`src/rtl/core/first_fit_free_list_allocator_macros.svh`:
```
// assertion macros for the first-fit allocator
// used by ffa_ctrl and ffa_dp, no other dependencies
`ifndef FIRST_FIT_FREE_LIST_ALLOCATOR_MACROS_SVH
`define FIRST_FIT_FREE_LIST_ALLOCATOR_MACROS_SVH

`ifndef SYNTHESIS
`define FFA_ASSERT(lbl, clk, rst_n, prop, msg) \
	lbl: assert property (@(posedge clk) disable iff (!rst_n) prop) else $error(msg);
`define FFA_ASSERT_NEXT(lbl, clk, rst_n, ante, cons, msg) \
	lbl: assert property (@(posedge clk) disable iff (!rst_n) (ante) |=> (cons)) else $error(msg);
`else
`define FFA_ASSERT(lbl, clk, rst_n, prop, msg)
`define FFA_ASSERT_NEXT(lbl, clk, rst_n, ante, cons, msg)
`endif

`endif

```
`src/rtl/core/ffa_pkg.sv`:
```
// shared types and constants of the first-fit allocator
// no dependencies
package ffa_pkg;

	localparam int REQ_W   = 1;
	localparam int BYTES_W = 24;
	localparam int ADDR_W  = 32;
	localparam int HU_W    = 17;
	localparam int CIDX_W  = 2;

	localparam logic [CIDX_W-1:0] CFG_HEAP_ACTIVE = 2'd0;
	localparam logic [CIDX_W-1:0] CFG_HEAP_UNITS  = 2'd1;
	localparam logic [CIDX_W-1:0] CFG_ARENA_BASE  = 2'd2;

	localparam logic REQ_ALLOC = 1'b0;
	localparam logic REQ_FREE  = 1'b1;

	typedef enum logic [3:0] {
		S_IDLE, S_FCHK, S_RSTART, S_RTEST, S_RBP, S_RNX, S_RP,
		S_ASTART, S_ANEXT, S_ATEST, S_ASPLIT, S_GROW, S_AFAIL, S_DONE
	} state_t;

	typedef enum logic [3:0] {
		OP_NONE, OP_LOAD, OP_FREE_CHK, OP_REL_START, OP_REL_TEST, OP_REL_BP,
		OP_REL_NX, OP_REL_P, OP_ALLOC_START, OP_ALLOC_NEXT, OP_ALLOC_TEST,
		OP_ALLOC_SPLIT, OP_GROW, OP_FAIL, OP_PUBLISH
	} op_t;

	typedef struct packed {
		logic in_valid;
		logic in_free;
		logic free_ok;
		logic found;
		logic wlimit;
		logic over;
		logic fits;
		logic exact;
		logic at_rover;
		logic grow_ok;
		logic pub_ok;
	} status_t;

endpackage

```
`src/rtl/core/ffa_ctrl.sv`:
```
// sequencer of the first-fit allocator: walks, merges, splits and growth
// depends on ffa_pkg and first_fit_free_list_allocator_macros.svh
`include "first_fit_free_list_allocator_macros.svh"

module ffa_ctrl (
	input  logic             clk,
	input  logic             arst_n,
	input  ffa_pkg::status_t st,
	output ffa_pkg::op_t     op,
	output logic             in_stall
);

	ffa_pkg::state_t state_q, state_d;
	logic from_grow_q;

	always_ff @(posedge clk or negedge arst_n) begin
		if (!arst_n) begin
			state_q <= ffa_pkg::S_IDLE;
			from_grow_q <= 1'b0;
		end else begin
			state_q <= state_d;
			if (state_q == ffa_pkg::S_IDLE)
				from_grow_q <= 1'b0;
			else if (state_q == ffa_pkg::S_GROW && st.grow_ok)
				from_grow_q <= 1'b1;
		end
	end

	always_comb begin
		state_d = state_q;
		op = ffa_pkg::OP_NONE;
		case (state_q)
			ffa_pkg::S_IDLE: begin
				if (st.in_valid) begin
					op = ffa_pkg::OP_LOAD;
					state_d = st.in_free ? ffa_pkg::S_FCHK : ffa_pkg::S_ASTART;
				end
			end
			ffa_pkg::S_FCHK: begin
				op = ffa_pkg::OP_FREE_CHK;
				state_d = st.free_ok ? ffa_pkg::S_RSTART : ffa_pkg::S_DONE;
			end
			ffa_pkg::S_RSTART: begin
				op = ffa_pkg::OP_REL_START;
				state_d = ffa_pkg::S_RTEST;
			end
			ffa_pkg::S_RTEST: begin
				op = ffa_pkg::OP_REL_TEST;
				if (st.found)
					state_d = ffa_pkg::S_RBP;
				else if (st.wlimit)
					state_d = from_grow_q ? ffa_pkg::S_AFAIL : ffa_pkg::S_DONE;
			end
			ffa_pkg::S_RBP: begin
				op = ffa_pkg::OP_REL_BP;
				state_d = ffa_pkg::S_RNX;
			end
			ffa_pkg::S_RNX: begin
				op = ffa_pkg::OP_REL_NX;
				state_d = ffa_pkg::S_RP;
			end
			ffa_pkg::S_RP: begin
				op = ffa_pkg::OP_REL_P;
				state_d = from_grow_q ? ffa_pkg::S_ASTART : ffa_pkg::S_DONE;
			end
			ffa_pkg::S_ASTART: begin
				op = ffa_pkg::OP_ALLOC_START;
				state_d = ffa_pkg::S_ANEXT;
			end
			ffa_pkg::S_ANEXT: begin
				op = ffa_pkg::OP_ALLOC_NEXT;
				state_d = ffa_pkg::S_ATEST;
			end
			ffa_pkg::S_ATEST: begin
				op = ffa_pkg::OP_ALLOC_TEST;
				if (st.over)
					state_d = ffa_pkg::S_AFAIL;
				else if (st.fits)
					state_d = st.exact ? ffa_pkg::S_DONE : ffa_pkg::S_ASPLIT;
				else if (st.at_rover)
					state_d = ffa_pkg::S_GROW;
			end
			ffa_pkg::S_ASPLIT: begin
				op = ffa_pkg::OP_ALLOC_SPLIT;
				state_d = ffa_pkg::S_DONE;
			end
			ffa_pkg::S_GROW: begin
				op = ffa_pkg::OP_GROW;
				state_d = st.grow_ok ? ffa_pkg::S_RSTART : ffa_pkg::S_AFAIL;
			end
			ffa_pkg::S_AFAIL: begin
				op = ffa_pkg::OP_FAIL;
				state_d = ffa_pkg::S_DONE;
			end
			ffa_pkg::S_DONE: begin
				if (st.pub_ok) begin
					op = ffa_pkg::OP_PUBLISH;
					state_d = ffa_pkg::S_IDLE;
				end
			end
			default: begin
				state_d = ffa_pkg::S_IDLE;
			end
		endcase
	end

	assign in_stall = (state_q != ffa_pkg::S_IDLE);

	`FFA_ASSERT_NEXT(a_accept_leaves_idle, clk, arst_n, st.in_valid && !in_stall, state_q != ffa_pkg::S_IDLE, "request accepted but sequencer stayed idle")
	`FFA_ASSERT_NEXT(a_publish_returns_idle, clk, arst_n, op == ffa_pkg::OP_PUBLISH, state_q == ffa_pkg::S_IDLE, "result published without returning to idle")
	`FFA_ASSERT_NEXT(a_walk_bound_fails, clk, arst_n, state_q == ffa_pkg::S_ATEST && st.over, state_q == ffa_pkg::S_AFAIL, "walk bound reached but allocate did not fail")

endmodule

```
`config.mk`:
```
export PLATFORM = sky130hd
export DESIGN_NAME = ffa_ctrl
export DESIGN_NICKNAME = d
export VERILOG_FILES = /design/src/rtl/core/ffa_pkg.sv /design/src/rtl/core/ffa_ctrl.sv
export VERILOG_INCLUDE_DIRS = /design/src /design/src/rtl/core
export SDC_FILE = /design/constraint.sdc
export NUM_CORES = 1
export LEC_CHECK = 0
export ABC_AREA = 0
export BUFFER_PORTS_ARGS = -buffer_cell sky130_fd_sc_hd__buf_2
export CAP_MARGIN = 40
export CORE_MARGIN = 3
export CORE_UTILIZATION = 40
export DETAILED_ROUTE_END_ITERATION = 8
export HOLD_SLACK_MARGIN = 0.03
export PLACE_DENSITY = 0.68
export SYNTH_ARGS = -nofsm -noshare
export SYNTH_HDL_FRONTEND = slang
export SYNTH_SLANG_ARGS = --single-unit
```
`constraint.sdc`:
```
create_clock -name clk -period 1.76 [get_ports clk]
set_input_delay 0.528 -clock clk [delete_from_list [all_inputs] [get_ports clk]]
set_output_delay 0.528 -clock clk [all_outputs]
set_load 0.005 [all_outputs]
```
# == After elaboration in Yosys (flattened, before gate mapping) ==
# Index checks and enable logic that the tools add are counted.
# totals
regBits,5
latch_bits,0
ram_bits,0
romBits,0
input_bits,13
output_inout_bits,5
elab_cells,44
n_memories,0
# op_classes
addsub,0
multipliers,0
div_mod_pow,0
order_cmp,0
eq_ne,17
n_shift,0
n_mux,19
bitwise_logic,0
reduce_logical,6
# ops
cell,count
case mux 4 bit (14 select lines),1
case mux 4 bit (13 select lines),1
2-to-1 mux 4 bit,11
"== test 4 bit, second input constant",6
"== test 4 x 3 -> 1 bit, second input constant",4
"== test 4 x 2 -> 1 bit, second input constant",2
2-to-1 mux 3 bit,2
"== test 4 x 1 -> 1 bit, second input constant",1
zero test 4 bit,1
2-to-1 mux 1 bit,4
"inequality test 2 bit, second input constant",2
"inequality test 4 bit, second input constant",1
AND reduction 4 bit,1
nonzero test 4 bit,1
"inequality test 3 bit, second input constant",1
nonzero test 2 bit,1
OR reduction 2 bit,1
logical AND 1 bit,1

# == Logic depth before layout (Yosys ltp) ==
# Gate-level depths: netlist of run 1.
# depth
depth_word,4
depth_mapped,6
ltp_nobuf,5

# == Worst setup path before layout of run 1 ==
# OpenSTA, ideal clock, no wires.
# synth_timing
path_kind,register to register
from,reg state_q[2]
to,reg state_q[2]
setup_time_ns,0.120
t_arrival_ns,1.526
required_ns,1.640
path_slack_ns,0.115
path_stages_with_launch,6
path_buffers,1
synth_period_minus_slack_ns,1.645
cell_sequence,dfrtp_1 -> buf_6 -> or2_4 -> or4_4 -> nor2b_4 -> a31o_1
# synth_between
elab_chain_len,3
word_cells_on_any_way,21
classes_between,eq/ne: 17; mux: 1; reduce/logical: 3
# synth_rtl
element,line,text
start: declaration,ffa_ctrl.sv:13,"ffa_pkg::state_t state_q, state_d;"
start signal: assignment,ffa_ctrl.sv:18,state_q <= ffa_pkg::S_IDLE;
start signal: assignment,ffa_ctrl.sv:21,state_q <= state_d;
"== test 4 bit, or another cell as far along",ffa_ctrl.sv:32,case (state_q)
"OR reduction 2 bit (no source line), or another cell as far along",--,
case mux 4 bit (13 select lines) / AND reduction 4 bit (equally long branches),--,
# Several ways; a longest one is shown, not always the timed one.
# A chain may end at the register's enable or synchronous reset.

# == Final worst setup path of run 1 ==
# layout_timing
from,reg state_q[3]
to,out op[0]
# layout_between
elab_chain_len,2
word_cells_on_any_way,15
classes_between,eq/ne: 13; mux: 1; reduce/logical: 1
# layout_rtl
element,line,text
"== test 4 bit, or another cell as far along",ffa_ctrl.sv:32,
case mux 4 bit (14 select lines) *,ffa_ctrl.sv:32,
end: declaration,ffa_ctrl.sv:9,"output ffa_pkg::op_t op,"
# Mark *: on every way between the ends. The rest lies on a longest branch, timed or not.

==> results of run 1 <==
-- stage by stage --
stage | cell area, um2 | total power [W] | std cells | setup slack, ns | setup TNS [ns]
2_1_floorplan | 574 | 0.000932 | 78 | 0.115 | 0
3_3_place_gp | 699 | 0.00121 | 111 | 0.0817 | 0
3_5_place_dp | 699 | 0.00122 | 111 | 0.0680 | 0
4_1_cts | 782 | 0.00149 | 121 | -0.0682 | -0.111
5_1_grt | 797 | 0.00169 | 122 | -0.103 | -0.404
6_report | 797 | 0.00154 | 122 | -0.0510 | -0.0699
-- routing by layer --
metal  track usage  part of all wire  vias to the layer above
met5             0                 0                        -
met4        0.0904             0.014                        0
met3        0.0124             0.070                        2
met2         0.308              0.48                       30
met1         0.247              0.43                      313
li1              -                 -                      344
-- path summary, 6_finish.rpt --
path                                           end  slack, ns
setup / recovery                             op[0]      -0.05
hold / removal             from_grow_q$_DFFE_PN0P_       0.08
setup reg to reg            state_q[2]$_DFFE_PN0P_       0.02
hold reg to reg            from_grow_q$_DFFE_PN0P_       0.58
max in group asynchronous   state_q[1]$_DFFE_PN0P_       1.53
min in group clk           from_grow_q$_DFFE_PN0P_       0.58
-- state kept, by name (all words and copies together), names as in the netlist --
name	flops
from_grow_q	1
state_q	4
-- where the power goes --
| group | internal (W) | switching, W | total, W |
|---|---|---|---|
| Clock | 0.0000826 | 0.0000541 | 0.000137 |
| Sequential | 0.000181 | 0.0000725 | 0.000254 |
| Combinational | 0.000600 | 0.000550 | 0.00115 |
| Total | 0.000864 | 0.000676 | 0.00154 |
-- layout make-up --
class | instances | area, um2 | share of cell area
Clock buffer | 3 | 22.5 | 0.0283
Clock inverter | 1 | 5.00 | 0.00628
Inverter | 4 | 15.0 | 0.0188
Multi-Input combinational cell | 63 | 414 | 0.520
Sequential cell | 5 | 128 | 0.160
Tap cell | 15 | 18.8 | 0.0235
Timing Repair Buffer | 31 | 194 | 0.243
-- synth_stat cells, drive strengths merged, types with 4 or more instances --
cell | number | area (um2)
clkbuf | 4 | 15.0
a21oi | 4 | 20.0
o21ai | 9 | 45.0
inv | 4 | 15.0
dfrtp | 5 | 125
nand2 | 8 | 30.0
nor2 | 6 | 22.5
nand2b | 5 | 31.3
nand3 | 4 | 20.0
-- logic make-up after synthesis --
kind of cell,after synthesis
muxes,1
DFF,5
AOI/OAI and AO/OA,30
buffers and inverters,10
xor gates and xnor gates,1
and+or+nand+nor,31
-- repair_timing --
action	CTS	global route
buffers inserted	6	1
endpoints found under the setup margin	5	6
hold buffers	0	0
pin swaps	1	1
endpoints found under the hold margin	0	0
resized for setup	7	4
==> impl_metrics.env, run 1 <==
export IMPL_whs_ns=0.0824
export IMPL_cts_htree_levels=1
export IMPL_worst_slew_pin_slew_ns=0.322
export IMPL_synth_xor_area_frac=0.0153
export IMPL_cpMaxStageDelayCell="dfrtp_1"
export IMPL_critPathMaxStageDelay_ns=0.37
export IMPL_hp_class="in -> async"
export IMPL_clkSlewWorstSetupHoldPaths_ns=0.05
export IMPL_fin_util=0.605
export IMPL_relSlewSlack=0.785
export IMPL_antenna_cells=0
export IMPL_required_ns=1.23
export IMPL_startpoint="state_q[3]$_DFFE_PN0P_"
export IMPL_drc=0
export IMPL_ios=18
export IMPL_syn_cell_area_um2=574
export IMPL_finalClockSkew_ns=0.00550
export IMPL_die_w_um=43.9
export IMPL_path_depth=3
export IMPL_synth_compound_area_frac=0.377
export IMPL_cts_root_buffer="clkbuf_4"
export IMPL_peakVddDrop_mv=0.927
export IMPL_cts_sinks=5
export IMPL_setup_viol=3
export IMPL_portBuffers=17
export IMPL_die_area_um2=1930
export IMPL_core_um2=1320
export IMPL_ctsLongestPathBuffers=2
export IMPL_power_density_nw_per_um2=1930
export IMPL_maxCapViolCount=0
export IMPL_crit_fanout=3
export IMPL_cp_start_kind="flop"
export IMPL_max_freq_mhz=552
export IMPL_yosys_register_bits=5
export IMPL_synth_edf_count=0
export IMPL_regToRegStartpoint="state_q[3]$_DFFE_PN0P_"
export IMPL_track_usage=0.188
export IMPL_worst_slack_ns=-0.0510
export IMPL_path_cells="or2_4 > o311a_1 > buf_2"
export IMPL_crit_arrival_ns=1.28
export IMPL_p_leak_nw=0.374
export IMPL_gp_congestion=0.858
export IMPL_dp_hpwl_um=1190
export IMPL_die_h_um=43.9
export IMPL_grt_pass1_wl_um=2680
export IMPL_synth_mux_area_frac=0.0174
export IMPL_fillers=125
export IMPL_vias=689
export IMPL_grt_pass1_vias=615
export IMPL_ys_warn_count=0
export IMPL_gr_total_overflow=0
export IMPL_seq_area_frac_synth=0.218
export IMPL_syn_nets=91
export IMPL_postRouteAntennaNets=0
export IMPL_rows=13
export IMPL_violations="negative setup slack"
export IMPL_final_common_cell="buf_2"
export IMPL_drt_total_wl_um=1620
export IMPL_post_route_min_period_ns=1.81
export IMPL_synth_top_family_by_area="compound AO/OA/AOI/OAI gates"
export IMPL_drt_pass1_iterations=4
export IMPL_hold_violations=0
export IMPL_drt_iter0_markers=15
export IMPL_fin_nets=121
export IMPL_synth_flop_cell="dfrtp_1"
export IMPL_post_route_period_util=1.03
export IMPL_status="finished with violations"
export IMPL_path_class="reg -> out"
export IMPL_cts_buffers=3
export IMPL_syn_to_final_growth_pct=38.8
export IMPL_critical_path_top_delay_family="flip-flops"
export IMPL_async_flop_share=1.00
export IMPL_cts_tree="built"
export IMPL_drive_above_1_share=0.458
export IMPL_synthAdderAreaFrac=0
export IMPL_ys_types=32
export IMPL_start_util=0.436
export IMPL_synth_area_per_cell_um2=7.36
export IMPL_antenna_found_initial=0
export IMPL_rsz0062_at_grt="yes"
export IMPL_crit_path_end_kind="primary output"
export IMPL_maxSlewViolCount=0
export IMPL_grt_max_degree=17
export IMPL_synthSimpleGateAreaFrac=0.292
export IMPL_critical_path_buf_inv_count=1
export IMPL_syn_inst=78
export IMPL_wl_per_cell_um=13.3
export IMPL_worstRegToRegCells=5
export IMPL_final_cell_mix="buf_2 (17), buf_4 (13), nand2_1 (7)"
export IMPL_clk_insertion_delay_late_ns=0.25
export IMPL_via_per_inst=5.65
(Power assumes the default switching activity.)
==> run 2: changes to the inputs <==
--- a/config.mk
+++ b/config.mk
@@ -10,10 +10,9 @@
 export BUFFER_PORTS_ARGS = -buffer_cell sky130_fd_sc_hd__buf_2
 export CAP_MARGIN = 40
 export CORE_MARGIN = 3
-export CORE_UTILIZATION = 40
+export CORE_UTILIZATION = 33
 export DETAILED_ROUTE_END_ITERATION = 8
 export HOLD_SLACK_MARGIN = 0.03
-export PLACE_DENSITY = 0.68
 export SYNTH_ARGS = -nofsm -noshare
 export SYNTH_HDL_FRONTEND = slang
 export SYNTH_SLANG_ARGS = --single-unit
==> run 2 against run 1 <==
  * The run still ends with negative setup slack left
  * Combinational power about the same
  * First-iteration DRC count is 80% higher
  * Global-route usage fell by 3.0 points
  * Clock-buffer cell count up 1
  * Largest power group unchanged
  * Highest routed layer unchanged
==> impl_metrics.env, run 2 (synthesized netlist as in run 1, its figures left out) <==
export IMPL_violations="negative setup slack"
export IMPL_required_ns=1.23
export IMPL_busiest_layer="met2"
export IMPL_post_route_period_util=1.03
export IMPL_drt_total_wl_um=1610
export IMPL_fin_util=0.506
export IMPL_final_cells=123
export IMPL_die_area_um2=2280
export IMPL_cts_root_buffer="clkbuf_4"
export IMPL_via_per_inst=5.57
export IMPL_reg_top3="state_q (4), from_grow_q (1)"
export IMPL_crit_fanout=6
export IMPL_die_h_um=47.7
export IMPL_top_register="state_q"
export IMPL_maxSlewViolCount=0
export IMPL_tns_ns=-0.0657
export IMPL_gp_congestion=0.770
export IMPL_crit_arrival_ns=1.29
export IMPL_p_leak_nw=0.372
export IMPL_max_freq_mhz=551
export IMPL_p_switching_w=0.000664
export IMPL_antenna_cells=0
export IMPL_setup_viol=2
export IMPL_power_frac_seq=0.158
export IMPL_core_um2=1580
export IMPL_drive_above_1_share=0.439
export IMPL_worst_slew_pin_slew_ns=0.300
export IMPL_post_route_min_period_ns=1.81
export IMPL_grt_util_met3=0.0526
export IMPL_cts_tree="built"
export IMPL_combPwrFrac=0.755
export IMPL_crit_path_end_kind="primary output"
export IMPL_hold_buffers=0
export IMPL_track_usage=0.158
export IMPL_fin_nets=121
export IMPL_final_common_cell="buf_2"
export IMPL_met2_usage=0.222
export IMPL_grt_max_degree=17
export IMPL_ios=18
export IMPL_start_util=0.364
export IMPL_grt_pass1_vias=559
export IMPL_dp_cells=114
export IMPL_worst_slack_ns=-0.0550
export IMPL_drt_pass1_iterations=4
export IMPL_dp_hpwl_um=1240
export IMPL_fillers=162
export IMPL_switching_share=0.434
export IMPL_cts_htree_levels=1
export IMPL_place_ws_ns=0.0892
export IMPL_p_total_w=0.00153
export IMPL_critPathMaxStageDelay_ns=0.45
export IMPL_multi_input_area_um2=414
export IMPL_relSlewSlack=0.799
export IMPL_cts_buffers=3
export IMPL_cp_start_kind="flop"
export IMPL_cts_sinks=5
export IMPL_drt_iter0_markers=27
export IMPL_rows=14
export IMPL_final_cell_mix="buf_2 (17), buf_4 (13), nand2_1 (6), o21ai_0 (6)"
export IMPL_clk_insertion_delay_late_ns=0.24
export IMPL_path_class="reg -> out"
export IMPL_largest_reg_flops=4
export IMPL_syn_to_final_growth_pct=38.8
export IMPL_rsz0062_at_grt="yes"
export IMPL_peakVddDrop_mv=0.838
export IMPL_gr_total_overflow=0
export IMPL_maxCapViolCount=0
export IMPL_postRouteAntennaNets=0
export IMPL_vias=685
export IMPL_clockPowerShare=0.087
export IMPL_hold_violations=0
export IMPL_grtUsageMet1=0.218
export IMPL_power_density_nw_per_um2=1920
export IMPL_die_w_um=47.7
export IMPL_clkSlewWorstSetupHoldPaths_ns=0.04
export IMPL_regArea_um2=128
export IMPL_status="finished with violations"
export IMPL_hp_class="in -> async"
export IMPL_antenna_found_initial=0
export IMPL_cpMaxStageDelayCell="dfrtp_2"
export IMPL_wl_per_cell_um=13.1
export IMPL_grt_pass1_wl_um=2440
export IMPL_internal_power_w=0.000865
export IMPL_drc=0
export IMPL_ctsLongestPathBuffers=2
export IMPL_portBuffers=17
export IMPL_finalClockSkew_ns=0.000925
export IMPL_path_cells="buf_6 > o311a_1 > buf_2"
run 2: worst paths after layout:
| check | slack, ns | startpoint | cells past startpoint | endpoint |
|---|---|---|---|---|
| worst max-delay path | -0.05 | state_q[1]$_DFFE_PN0P_ | 3 | op[0] |
| worst min-delay path | 0.09 | arst_n | 1 | state_q[2]$_DFFE_PN0P_ |
| worst max register to register | 0.03 | state_q[2]$_DFFE_PN0P_ | 5 | state_q[2]$_DFFE_PN0P_ |
| worst min register to register | 0.56 | from_grow_q$_DFFE_PN0P_ | 2 | from_grow_q$_DFFE_PN0P_ |
| max in group asynchronous | 1.53 | arst_n | 1 | state_q[1]$_DFFE_PN0P_ |
| min in group clk | 0.56 | from_grow_q$_DFFE_PN0P_ | 2 | from_grow_q$_DFFE_PN0P_ |
run 2: through the flow:
step	area, um2	hold slack (ns)
detailed placement	716	0.344
global placement	716	0.343
global route	797	0.0740
CTS	795	0.0783
finish	797	0.0867
floorplan	574	0.232
run 2: power groups by stage:
stage	combinational [W]	clock (W)	sequential [W]
after floorplan	0.000732	0	0.000201
after global placement	0.000994	0	0.000258
after detailed placement	0.00100	0	0.000258
after CTS	0.00114	0.000142	0.000238
after global routing	0.00128	0.000151	0.000246
final	0.00115	0.000133	0.000241
run 2: final cells by class:
cell class,count,share of cell area
multi-input combinational,63,0.520
tap,16,0.0251
clock buffer,4,0.0330
timing repair buffer,31,0.243
inverter,4,0.0188
sequential,5,0.160
run 2: routing by layer:
| layer | share of wire | vias to the layer above |
|---|---|---|
| met3 | 0.061 | 2 |
| met2 | 0.47 | 27 |
| met1 | 0.45 | 313 |
| met5 | 0 | - |
| li1 | - | 343 |
| met4 | 0.013 | 0 |
run 2: worst max-delay path, delay by kind of cell (launching register included):
kind / cells / cell delay [ns]
DFF: 1 / 0.45
AOI/OAI and AO/OA: 1 / 0.33
buffers and inverters: 2 / 0.26
run 2: repair_timing:
item	4_1_cts	5_1_grt
buffers inserted	5	0
setup endpoints to repair	5	6
gates resized for setup	8	2
pin swaps	1	1
==> run 3: changes to the inputs <==
--- a/config.mk
+++ b/config.mk
@@ -16,3 +16,4 @@
 export SYNTH_ARGS = -nofsm -noshare
 export SYNTH_HDL_FRONTEND = slang
 export SYNTH_SLANG_ARGS = --single-unit
+export TNS_END_PERCENT = 30
==> run 3 against run 2 <==
  * The flow still finishes with violations (negative setup slack)
  * Final area unchanged
  * Combinational power hardly changed
  * Setup slack unchanged
  * Sequential cell count did not move
  * Critical path depth unchanged
  * Sequential power about the same
  * Utilization unchanged
  * Clock-buffer cell count unchanged
  * Sequential share of layout area did not move
  * Non-clock buffer count unchanged
  * Die area is the same
  * First-iteration DRC count unchanged
==> impl_metrics.env, run 3 (synthesized netlist as in run 1, its figures left out) <==
export IMPL_postRouteAntennaNets=0
export IMPL_drive_above_1_share=0.439
export IMPL_die_w_um=47.7
export IMPL_place_ws_ns=0.0892
export IMPL_rows=14
export IMPL_grt_max_degree=17
export IMPL_drc=0
export IMPL_peakVddDrop_mv=0.838
export IMPL_ctsLongestPathBuffers=2
export IMPL_drt_pass1_iterations=4
export IMPL_rr_endpoint="state_q[2]$_DFFE_PN0P_"
export IMPL_cts_tree="built"
export IMPL_hp_class="in -> async"
export IMPL_final_cell_mix="buf_2 (17), buf_4 (13), nand2_1 (6), o21ai_0 (6)"
export IMPL_status="finished with violations"
export IMPL_setup_viol=2
export IMPL_cp_start_kind="flop"
export IMPL_worstRegToRegCells=5
export IMPL_die_h_um=47.7
export IMPL_p_total_w=0.00153
export IMPL_cts_root_buffer="clkbuf_4"
export IMPL_antenna_cells=0
export IMPL_rsz0062_at_grt="yes"
export IMPL_crit_arrival_ns=1.29
export IMPL_final_common_cell="buf_2"
export IMPL_worst_slack_ns=-0.0550
export IMPL_drt_total_wl_um=1610
export IMPL_crit_path_end_kind="primary output"
export IMPL_endpoint="op[0]"
export IMPL_hold_buffers=0
export IMPL_dp_hpwl_um=1240
export IMPL_power_density_nw_per_um2=1920
export IMPL_fin_nets=121
export IMPL_hold_violations=0
export IMPL_required_ns=1.23
export IMPL_via_per_inst=5.57
export IMPL_multi_input_area_um2=414
export IMPL_antenna_found_initial=0
export IMPL_grt_pass1_vias=559
export IMPL_portBuffers=17
export IMPL_max_freq_mhz=551
export IMPL_finalClockSkew_ns=0.000925
export IMPL_path_class="reg -> out"
export IMPL_cts_sinks=5
export IMPL_grt_pass1_wl_um=2440
export IMPL_largest_reg_flops=4
export IMPL_tns_ns=-0.0657
export IMPL_start_util=0.364
export IMPL_maxCapViolCount=0
export IMPL_relSlewSlack=0.799
export IMPL_post_route_period_util=1.03
export IMPL_worst_r2r_setup_slack_ns=0.03
export IMPL_reg_top3="state_q (4), from_grow_q (1)"
export IMPL_gr_total_overflow=0
export IMPL_post_route_min_period_ns=1.81
export IMPL_p_leak_nw=0.372
export IMPL_startpoint="state_q[1]$_DFFE_PN0P_"
export IMPL_violations="negative setup slack"
export IMPL_core_um2=1580
export IMPL_gp_congestion=0.770
export IMPL_vias=685
export IMPL_maxSlewViolCount=0
export IMPL_clkSlewWorstSetupHoldPaths_ns=0.04
export IMPL_wl_per_cell_um=13.1
export IMPL_regToRegStartpoint="state_q[2]$_DFFE_PN0P_"
export IMPL_clk_insertion_delay_late_ns=0.24
export IMPL_die_area_um2=2280
export IMPL_fillers=162
export IMPL_crit_fanout=6
export IMPL_worst_slew_pin_slew_ns=0.300
export IMPL_cts_htree_levels=1
export IMPL_ios=18
export IMPL_top_register="state_q"
export IMPL_regArea_um2=128
export IMPL_track_usage=0.158
export IMPL_cts_buffers=3
export IMPL_drt_iter0_markers=27
export IMPL_syn_to_final_growth_pct=38.8
==> run 3: cell counts in the layout (fill, tap and decap cells not counted) <==
No cell type changed its count.
==> run 3: area by class of cell <==
type	instances	share of cell area
repair buffers	31	0.243
well taps	16	0.0251
inverters	4	0.0188
multi-input cells	63	0.520
flip-flops and latches	5	0.160
clock buffers	4	0.0330
==> run 3: power breakdown <==
part,internal (W),switching [W],total (W)
clock network,0.0000857,0.0000476,0.000133
registers,0.000182,0.0000593,0.000241
logic,0.000598,0.000557,0.00115
total,0.000865,0.000664,0.00153
==> run 3: worst min path at each step <==
stage / start / to / slack, ns / depth (start not counted)
3_3_place_gp: arst_n / from_grow_q$_DFFE_PN0P_ / 0.34 / 1
6_report: arst_n / state_q[2]$_DFFE_PN0P_ / 0.09 / 1
3_5_place_dp: arst_n / from_grow_q$_DFFE_PN0P_ / 0.34 / 1
4_1_cts: arst_n / from_grow_q$_DFFE_PN0P_ / 0.08 / 1
2_1_floorplan: arst_n / from_grow_q$_DFFE_PN0P_ / 0.23 / 0
5_1_grt: arst_n / state_q[1]$_DFFE_PN0P_ / 0.07 / 1
==> run 3: repair_timing <==
action,4_1_cts,5_1_grt
endpoints found under the setup margin,5,6
gates resized for setup,8,2
setup buffers,5,0
pin swaps,1,1
endpoints found under the hold margin,0,0
==> run 3: through the flow <==
step           hold WS (ns)  cells  instance area (um2)  utilization
6_report             0.0867    123                  797        0.506
5_1_grt              0.0740    123                  797        0.506
4_1_cts              0.0783    123                  795        0.504
3_5_place_dp          0.344    114                  716        0.454
3_3_place_gp          0.343    114                  716        0.454
2_1_floorplan         0.232     78                  574            -
==> run 3: worst max-delay path, stage by stage, from the launching register on <==
cell,delay (ns)
dfrtp_2,0.45
buf_6,0.14
o311a_1,0.33
buf_2,0.12
==> run 3: metal layers <==
metal | GRT usage | wire (um)
met1 | 0.218 | 728
met4 | 0.0699 | 21
met3 | 0.0526 | 99
met2 | 0.222 | 759
met5 | 0 | 0
